--- config.mk ---
export PLATFORM = sky130hd
export DESIGN_NAME = euclidean_distance_table
export DESIGN_NICKNAME = d
export VERILOG_FILES = /design/src/rtl/edt_pkg.sv /design/src/rtl/euclidean_distance_table.sv /design/src/rtl/edt_ram.sv
export SDC_FILE = /design/constraint.sdc
export NUM_CORES = 2
export LEC_CHECK = 0
export BUFFER_PORTS_ARGS = -buffer_cell sky130_fd_sc_hd__buf_2
export CORE_UTILIZATION = 50
export DETAILED_ROUTE_END_ITERATION = 8
export PLACE_DENSITY = 0.68
export RECOVER_POWER = 100
export SYNTH_ARGS = -nofsm -noshare
export SYNTH_HDL_FRONTEND = slang
export SYNTH_SLANG_ARGS = --single-unit
--- constraint.sdc ---
create_clock -name clk -period 9.2 [get_ports clk]
set_clock_uncertainty 0.05 [all_clocks]
set_input_delay 0.92 -clock clk [delete_from_list [all_inputs] [get_ports clk]]
set_output_delay 0.92 -clock clk [all_outputs]
set_load 0.05 [all_outputs]
--- src/rtl/edt_pkg.sv ---
// Shared constants and types for the Euclidean distance table.
// No dependencies; used by euclidean_distance_table.
`default_nettype none

package edt_pkg;

  localparam int POINTS     = 64;
  localparam int IDX_W      = 6;
  localparam int COORD_W    = 16;
  localparam int DIFF_W     = COORD_W + 1;
  localparam int MAG_W      = COORD_W;
  localparam int SUM_W      = 2 * MAG_W + 2;
  localparam int DIST_W     = SUM_W / 2;
  localparam int REM_W      = DIST_W + 2;
  localparam int ROOT_STEPS = SUM_W / 2;
  localparam int CNT_W      = $clog2(ROOT_STEPS);
  localparam int POINT_W    = 2 * COORD_W;

  localparam logic OP_LOAD  = 1'b0;
  localparam logic OP_QUERY = 1'b1;

  typedef enum logic [6:0] {
    S_IDLE   = 7'b0000001,
    S_READ_A = 7'b0000010,
    S_READ_B = 7'b0000100,
    S_DIFF   = 7'b0001000,
    S_SQ_X   = 7'b0010000,
    S_SQ_Y   = 7'b0100000,
    S_ROOT   = 7'b1000000
  } state_t;

endpackage

`default_nettype wire

--- src/rtl/euclidean_distance_table.sv ---
// Euclidean distance table: point store, shared squarer and bit-serial root.
// Depends on edt_pkg and edt_ram.
//
// Usage:
//   The item channel (item_valid/item_ready) carries one beat per item. A beat
//   with op = load writes coord_x/coord_y into slot point_index and gives no
//   result; a load leaves item_ready high, so loads may follow back to back. A beat
//   with op = query reads slots from_index and to_index and gives one result
//   beat on the result channel (result_valid/result_ready) with the floor of
//   the Euclidean distance, as an unsigned integer with no fraction bits.
//   A query reads the point RAM twice, forms the differences, makes two passes
//   through the shared 16x16 squarer and runs 17 iterations of the radix-2
//   square root, one result bit per cycle, then loads the output register.
//   item_ready is low during that time, so a new item is not taken until the
//   query is through. A query with equal indices goes straight to the output
//   register and gives 0.
//   The result sits in an output register; item_ready returns while it waits.
//   If the receiver stalls, a finished query holds until that register frees.
//   Reset (rst, synchronous) clears the sequencer and result_valid; the point
//   store keeps its contents and a slot is undefined until loaded.
`default_nettype none

module euclidean_distance_table (
  input  wire logic                                clk,
  input  wire logic                                rst,
  input  wire logic                                item_valid,
  output      logic                                item_ready,
  input  wire logic                                op,
  input  wire logic [edt_pkg::IDX_W-1:0]           point_index,
  input  wire logic signed [edt_pkg::COORD_W-1:0]  coord_x,
  input  wire logic signed [edt_pkg::COORD_W-1:0]  coord_y,
  input  wire logic [edt_pkg::IDX_W-1:0]           from_index,
  input  wire logic [edt_pkg::IDX_W-1:0]           to_index,
  output      logic                                result_valid,
  input  wire logic                                result_ready,
  output      logic [edt_pkg::DIST_W-1:0]          distance
);

  edt_pkg::state_t state;
  logic            done;

  logic [edt_pkg::IDX_W-1:0]          to_idx;
  logic [edt_pkg::IDX_W-1:0]          raddr;
  logic [edt_pkg::POINT_W-1:0]        rdata;
  logic [edt_pkg::POINT_W-1:0]        point_a;
  logic [edt_pkg::MAG_W-1:0]          dx;
  logic [edt_pkg::MAG_W-1:0]          dy;
  logic [edt_pkg::MAG_W-1:0]          mul_in;
  logic [2*edt_pkg::MAG_W-1:0]        square;
  logic [edt_pkg::SUM_W-1:0]          acc;
  logic [edt_pkg::SUM_W-1:0]          rad;
  logic [edt_pkg::REM_W-1:0]          rem;
  logic [edt_pkg::DIST_W-1:0]         root;
  logic [edt_pkg::CNT_W-1:0]          cnt;

  logic signed [edt_pkg::DIFF_W-1:0]  diff_x;
  logic signed [edt_pkg::DIFF_W-1:0]  diff_y;
  logic [edt_pkg::REM_W+1:0]          rem_shift;
  logic [edt_pkg::REM_W+1:0]          trial;
  logic                               take;
  logic                               accept;
  logic                               out_free;

  assign item_ready = (state == edt_pkg::S_IDLE) && !done;
  assign accept     = item_valid && item_ready;
  assign out_free   = !result_valid || result_ready;

  always_comb begin
    raddr = to_idx;
    if (state == edt_pkg::S_IDLE) begin
      raddr = from_index;
    end
  end

  edt_ram #(
    .WIDTH (edt_pkg::POINT_W),
    .DEPTH (edt_pkg::POINTS)
  ) u_points (
    .clk   (clk),
    .we    (accept && (op == edt_pkg::OP_LOAD)),
    .waddr (point_index),
    .wdata ({coord_x, coord_y}),
    .raddr (raddr),
    .rdata (rdata)
  );

  // point layout: x in the upper half, y in the lower half
  assign diff_x = edt_pkg::DIFF_W'(signed'(point_a[edt_pkg::POINT_W-1:edt_pkg::COORD_W]))
                - edt_pkg::DIFF_W'(signed'(rdata[edt_pkg::POINT_W-1:edt_pkg::COORD_W]));
  assign diff_y = edt_pkg::DIFF_W'(signed'(point_a[edt_pkg::COORD_W-1:0]))
                - edt_pkg::DIFF_W'(signed'(rdata[edt_pkg::COORD_W-1:0]));

  assign mul_in = (state == edt_pkg::S_SQ_X) ? dx : dy;
  assign square = mul_in * mul_in;

  assign rem_shift = {rem, rad[edt_pkg::SUM_W-1 -: 2]};
  assign trial     = {2'b00, root, 2'b01};
  assign take      = rem_shift >= trial;

  always_ff @(posedge clk) begin
    if (rst) begin
      state        <= edt_pkg::S_IDLE;
      done         <= 1'b0;
      result_valid <= 1'b0;
    end else begin
      if (done && out_free) begin
        result_valid <= 1'b1;
        distance     <= root;
        done         <= 1'b0;
      end else if (result_valid && result_ready) begin
        result_valid <= 1'b0;
      end
      case (state)
        edt_pkg::S_IDLE: begin
          if (accept && (op == edt_pkg::OP_QUERY)) begin
            to_idx <= to_index;
            if (from_index == to_index) begin
              root <= '0;
              done <= 1'b1;
            end else begin
              state <= edt_pkg::S_READ_A;
            end
          end
        end
        edt_pkg::S_READ_A: begin
          point_a <= rdata;
          state   <= edt_pkg::S_READ_B;
        end
        edt_pkg::S_READ_B: begin
          state <= edt_pkg::S_DIFF;
        end
        edt_pkg::S_DIFF: begin
          dx    <= diff_x[edt_pkg::DIFF_W-1] ? edt_pkg::MAG_W'(-diff_x)
                                             : edt_pkg::MAG_W'(diff_x);
          dy    <= diff_y[edt_pkg::DIFF_W-1] ? edt_pkg::MAG_W'(-diff_y)
                                             : edt_pkg::MAG_W'(diff_y);
          state <= edt_pkg::S_SQ_X;
        end
        edt_pkg::S_SQ_X: begin
          acc   <= edt_pkg::SUM_W'(square);
          state <= edt_pkg::S_SQ_Y;
        end
        edt_pkg::S_SQ_Y: begin
          rad   <= acc + edt_pkg::SUM_W'(square);
          rem   <= '0;
          root  <= '0;
          cnt   <= '0;
          state <= edt_pkg::S_ROOT;
        end
        edt_pkg::S_ROOT: begin
          rad  <= rad << 2;
          rem  <= take ? edt_pkg::REM_W'(rem_shift - trial) : edt_pkg::REM_W'(rem_shift);
          root <= {root[edt_pkg::DIST_W-2:0], take};
          cnt  <= cnt + 1'b1;
          if (cnt == edt_pkg::CNT_W'(edt_pkg::ROOT_STEPS - 1)) begin
            done  <= 1'b1;
            state <= edt_pkg::S_IDLE;
          end
        end
        default: begin
          state <= edt_pkg::S_IDLE;
        end
      endcase
    end
  end

endmodule

`default_nettype wire

--- src/rtl/edt_ram.sv ---
// Generic single-port-write, single-port-read RAM with registered read data.
// No dependencies.
`default_nettype none

module edt_ram #(
  parameter int WIDTH = 32,
  parameter int DEPTH = 64
) (
  input  wire logic                             clk,
  input  wire logic                             we,
  input  wire logic [$clog2(DEPTH)-1:0]         waddr,
  input  wire logic [WIDTH-1:0]                 wdata,
  input  wire logic [$clog2(DEPTH)-1:0]         raddr,
  output      logic [WIDTH-1:0]                 rdata
);

  logic [WIDTH-1:0] mem [DEPTH];

  always_ff @(posedge clk) begin
    if (we) begin
      mem[waddr] <= wdata;
    end
    rdata <= mem[raddr];
  end

endmodule

`default_nettype wire
-- After elaboration in Yosys (flattened, before gate mapping)
Memory sizes are Yosys's and may differ from the RTL's. A register that Yosys moved wholly into a read port is not among the register bits.
Index checks and enable logic that the tools add are counted.
- $add $sub $neg: 7
- multiply operators: 1
- magnitude comparators: 1
- eq/ne operators: 13
- multiplexer cells: 24
- bitwise gates (word level): 2
- reductions and logical operators: 20
- operators with widths (operator ; count):
    case mux 34 bit (2 select lines) ; 1
    case mux 17 bit (3 select lines) ; 1
    case mux 7 bit (7 select lines) ; 1
    2-to-1 mux 16 bit ; 3
    case mux 19 bit (2 select lines) ; 1
    2-to-1 mux 17 bit ; 2
    subtractor 16 x 16 -> 17 bit ; 2
    adder 32 x 32 -> 33 bit ; 1
    multiplier 16 x 16 -> 32 bit ; 1
    negation 16 bit ; 2
    greater-or-equal comparator 21 x 19 -> 1 bit ; 1
    2-to-1 mux 7 bit ; 3
    2-to-1 mux 19 bit ; 1
    subtractor 19 bit ; 1
    case mux 5 bit (2 select lines) ; 1
    AND reduction 2 bit ; 5
    2-to-1 mux 1 bit ; 8
    equality test 7 x 1 -> 1 bit, second input constant ; 1
    equality test 7 x 2 -> 1 bit, second input constant ; 1
    equality test 7 x 3 -> 1 bit, second input constant ; 1
    equality test 7 x 4 -> 1 bit, second input constant ; 1
    equality test 7 x 5 -> 1 bit, second input constant ; 1
    equality test 7 x 6 -> 1 bit, second input constant ; 1
    equality test 7 bit, second input constant ; 1
    other kinds (15) ; 26
- register bits: 203
- memory bits (writable): 2048
- bits of input ports: 55
- output and inout port bits: 19
- word-level logic and storage cells: 82
- memories kept: 1
- memories (name ; words ; width ; read ports ; clocked after Yosys merged registers in ; wr ports ; RTL line ; source):
    u_points.mem ; 64 ; 32 ; 1 ; 1 ; 1 ; edt_ram.sv:17 ; logic [WIDTH-1:0] mem [DEPTH];

-- Longest topological paths before layout
- word-level depth: 7
- mapped depth: 39
- mapped depth without buffers: 37

-- By module
From an unflattened synthesis, not the netlist that was laid out.
- cells, all modules: 5185
- area, all modules: 97265.8 um^2
- modules (own cells, without submodules) (module ; instances ; cells an instance ; area each (um^2) ; seq. area each (um^2)):
    edt_ram ; 1 ; 3324 ; 78515.3 ; 62139.6
    euclidean_distance_table ; 1 ; 1861 ; 18750.5 ; 5975.7

-- Worst setup path before layout
OpenSTA, ideal clock, no wires.
- path type: register to register
- start: register state[0]
- end: register rad[30] (netlist name), data pin
- setup time: 0.271 ns
- data arrival time: 8.607 ns
- data required time: 8.879 ns
- path slack: 0.272 ns
- cell stages (with the launch flop): 37
- path buffers: 1
- clock period less this slack: 8.928 ns
- path through: dfxtp_1 -> nor4_1 -> nand3_1 -> buf_2 -> mux2i_1 -> clkinv_1 -> nand2_1 -> inv_1 -> fa_1 -> inv_1 -> fa_1 -> fa_1 -> fa_1 -> inv_1 -> fa_1 -> inv_1 -> fa_1 -> inv_1 -> ha_1 -> a21o_1 -> a21o_1 -> a21o_1 -> a31oi_1 -> o22ai_1 -> o41ai_1 -> o21ai_0 -> a21oi_1 -> xnor2_1 -> ha_1 -> nor2b_1 -> o21ai_0 -> nand2b_1 -> a21oi_1 -> a21boi_0 -> o41ai_1 -> xor2_1 -> a21oi_1
- longest elaborated chain between the ends: 5
- elaborated cells on any way between the ends: 7
- those cells by class: add/sub: 1; mul: 1; eq/ne: 3; mux: 2
- ends and longest elaborated chain (element ; RTL line ; source):
    from (decl) ; euclidean_distance_table.sv:39 ; edt_pkg::state_t state;
    from (signal assigned) ; euclidean_distance_table.sv:102 ; state <= edt_pkg::S_IDLE;
    from (signal assigned) ; euclidean_distance_table.sv:121 ; state <= edt_pkg::S_READ_A;
    from (signal assigned) ; euclidean_distance_table.sv:127 ; state <= edt_pkg::S_READ_B;
    equality test 7 x 5 -> 1 bit ; euclidean_distance_table.sv:93 ; assign mul_in = (state == edt_pkg::S_SQ_X) ? dx : dy;
    2-to-1 mux 16 bit ; euclidean_distance_table.sv:93 ;
    multiplier 16 x 16 -> 32 bit ; euclidean_distance_table.sv:94 ; assign square = mul_in * mul_in;
    net square (one bit) ; euclidean_distance_table.sv:49 ; logic [2*edt_pkg::MAG_W-1:0] square;
    adder 32 x 32 -> 33 bit ; euclidean_distance_table.sv:144 ; rad <= acc + edt_pkg::SUM_W'(square);
    case mux 34 bit (2 select lines) ; euclidean_distance_table.sv:113 ; case (state)
    to (signal assigned) ; euclidean_distance_table.sv:144 ;
    to (signal assigned) ; euclidean_distance_table.sv:151 ; rad <= rad << 2;
    to (decl) ; euclidean_distance_table.sv:51 ; logic [edt_pkg::SUM_W-1:0] rad;
The timed path passes the listed nets, and every way through them passes these cells.
A chain may end at the register's enable or synchronous reset.

-- Worst setup path after layout
- start: register state[1]
- end: register u_points.rdata[20] (read register of u_points.mem)
- longest elaborated chain between the ends: 2
- ends and longest elaborated chain (element ; RTL line ; source):
    equality test 7 x 1 -> 1 bit ; euclidean_distance_table.sv:70 ; if (state == edt_pkg::S_IDLE) begin
    2-to-1 mux 6 bit ; euclidean_distance_table.sv:70 ;
    to (decl) ; edt_ram.sv:14 ; output logic [WIDTH-1:0] rdata
No other way between the ends.

==> impl_metrics.tcl <==
set metrics [dict create \
    outcome "finished with violations" \
    violations "max-capacitance violations, max-slew violations" \
    ys_ff_latch 2282 \
    startpoint_type "flip-flop" \
    cts_tree "built" \
    die_area_sq_mm 0.198 \
    fin_ws_ns 0.287 \
    std_cell_rows 162 \
    worstPathCellList "nor3_1, nand4b_1, buf_4, mux2_1, buf_2, mux4_2, nand2_1, a31oi_1, a32oi_1, nand3_1" \
    wl_per_cell_um 28.5 \
    cellLeakagePower_nw 37.1 \
    synthTopCellsByArea "edfxtp_1 69%, mux4_2 9.8%, fa_1 3.3%" \
    power.switching_w 0.00902 \
    yosysUniqueCellTypes 79 \
    crit_slowest_cell "mux2_1" \
    cp_max_fo 68 \
    antenna_left 0 \
    yosysTopAreaCellShare_pct 68.5 \
    numClockSinks 2282 \
    drc 0 \
    cellPowerDensity_mw_per_mm2 262 \
    wirelength_mm 256 \
    holdCritPathClass "primary input to flip-flop" \
    ys_warn_count 0 \
    syn_nets 6338 \
    busiest_layer "met2" \
    grt_util_met2_pct 42.8 \
    slowest_delay_ns 3.03 \
    grt_usage_pct 25.9 \
    drv_slew 4481 \
    drt-vias-per-instance 6.10 \
    netlist_instances 5933 \
    synthArstFlopShare_pct 0 \
    yosysMostFrequentCell "edfxtp_1" \
    antenna_found_initial 15 \
    syn2layout_area_growth_pct 11.5 \
    rsz0062_at_grt "no" \
    drive_gt1_share_pct 15.5 \
    relSlewSlack_pct -172 \
    synth_enable_flop_cells 2241 \
    switching_share_pct 31.5 \
    overflow 0 \
    final_util_pct 56.1 \
    sequentialPowerShare_pct 40.9 \
    ys.flop_type "edfxtp_1" \
    fmax_mhz 112 \
    die-width_um 445 \
    start_util_pct 50.4 \
    internal_power_w 0.0197 \
    core-area_sq_mm 0.195 \
    maxCapViolCount 110 \
    p_total_w 0.0287 \
    layout_min_cycle_time_ns 8.91 \
    hpwlAfterDp_mm 148 \
    hold_viol 0 \
    end_kind "flip-flop" \
    final.setup.tns_ns 0 \
    p_clk_share_pct 31.4 \
    period_share_pct 96.9 \
    grt.met1_usage_pct 34.8 \
    globalRouteMet3Util_pct 3.83 \
    drtPass1Iterations 6 \
    root_buffer "clkbuf_16" \
    whs_ns 0.224 \
    ff2ff_setup_slack_ns 0.29 \
    numCtsBuffers 220 \
    worstPathRequired_ns 9.88 \
    synth_commonest_cells "2241 x edfxtp_1, 835 x nand2_1, 427 x mux4_2, 301 x inv_1, 289 x nor2_1" \
    clkLatencyLatePin_ns 0.89 \
    yosysSeqAreaShare_pct 69.4 \
    synth_top_area_cell "edfxtp_1" \
    place_congestion 0.866 \
    io_buffers 73 \
    grt_pass1_vias 55100 \
    cp.arrival_ns 9.59 \
    postSynthAreaPerCell_sq_um 16.5 \
    grt_pass1_wl_mm 371 \
    layout.nets 6568 \
    drt_iter0_drc 6452 \
    ios 74 \
    vias 54800 \
    grt_max_degree 108 \
    preCtsSetupSlack_ns 0.122 \
    ctsHoldBuffers 0 \
    clk_path_buf_depth 3 \
    path_class "flip-flop to flip-flop" \
    finalSetupViolCount 0 \
    die_h_um 445 \
    p_comb_share_pct 27.7 \
    tightest_slew_ns 4.08 \
    clk_pin_slew_ns 0.06 \
    ir_drop_uv 283 \
    h-tree-depth 4 \
    syn_area_sq_mm 0.0982 \
]
-- worst max-delay path, delay by kind of cell, from the launching register on --
family | cells | cell delay, ns
mux | 2 | 3.44
buf+inv | 2 | 1.99
simple gates | 4 | 1.74
compound gates | 2 | 1.09
flops | 1 | 0.34
-- power groups by stage --
stage / clock [W] / combinational, W / sequential (W)
2_1_floorplan: 0 / 0.00518 / 0.0119
3_3_place_gp: 0 / 0.00779 / 0.0119
3_5_place_dp: 0 / 0.00786 / 0.0119
4_1_cts: 0.00910 / 0.00789 / 0.0117
5_1_grt: 0.00946 / 0.00841 / 0.0117
6_report: 0.00900 / 0.00795 / 0.0117
-- path summary, 6_finish.rpt --
path,startpoint,endpoint,cells past startpoint
setup / recovery,state[1],u_points.rdata[20],10
hold / removal,to_index[3],to_idx[3],1
setup reg to reg,state[1],u_points.rdata[20],10
hold reg to reg,u_points.rdata[9],point_a[9],0
-- cell families after synthesis --
| logic type | Yosys count | synth area share [%] |
|---|---|---|
| DFF | 2282 | 69.4 |
| xor gates and xnor gates | 129 | 1.15 |
| and+or+nand+nor | 1539 | 6.66 |
| adders and majority gates | 350 | 5.71 |
| AOI/OAI and AO/OA | 541 | 3.76 |
| muxes | 515 | 10.7 |
| buffers and inverters | 577 | 2.62 |
-- routing by layer --
metal | share of wire [%] | up-vias
li1 | - | 23200
met1 | 39 | 28400
met2 | 49 | 2690
met3 | 8.5 | 491
met4 | 4.2 | 10
met5 | 0.031 | -
-- per-stage QoR --
step,std cells,cell area (sq um)
finish,8984,109000
global route,8978,109000
CTS,8967,110000
detailed placement,8556,103000
global placement,8556,103000
floorplan,5933,98200
-- layout by cell type, fill, tap and decap left out, types with 40 or more instances in the layout --
master | netlist | routed
clkinv_1 | 5 | 48
o21ai_0 | 56 | 58
dfxtp_1 | 41 | 41
buf_2 | 59 | 41
a32oi_1 | 99 | 99
nand2_1 | 835 | 836
a31oi_1 | 114 | 113
buf_4 | 36 | 81
nor2_4 | 1 | 49
mux2i_1 | 73 | 68
clkbuf_1 | 132 | 196
nand3_1 | 241 | 240
nor2_1 | 289 | 239
ha_1 | 186 | 185
a21oi_1 | 93 | 92
clkbuf_16 | 0 | 222
xnor2_1 | 80 | 79
inv_1 | 301 | 300
nor3_1 | 40 | 40
edfxtp_1 | 2241 | 2241
xor2_1 | 49 | 48
fa_1 | 164 | 164
mux4_2 | 427 | 427
-- sequential cells by signal (all words and copies together), names as in the netlist, 5 cells and up --
register	cells
u_points.mem	2048
rad	34
point_a	32
u_points.rdata	32
acc	31
rem	19
distance	17
root	17
dx	16
dy	16
state	7
to_idx	6
cnt	5
-- cell type report --
class	instances	area, sq um
fillers	15100	85500
well taps	2624	3280
diodes	8	20.0
clock buffers	281	5800
repair buffers	277	1570
flip-flops and latches	2282	68100
inverters	308	1160
clock inverters	130	1420
multi-input cells	3074	28100
-- what timing repair did --
item | 4_1_cts | 5_1_grt
resized for setup | 0 | 22
setup buffers | 0 | 9
setup endpoints to repair | 0 | 6
Note: power is estimated with default switching activity, not from simulation.
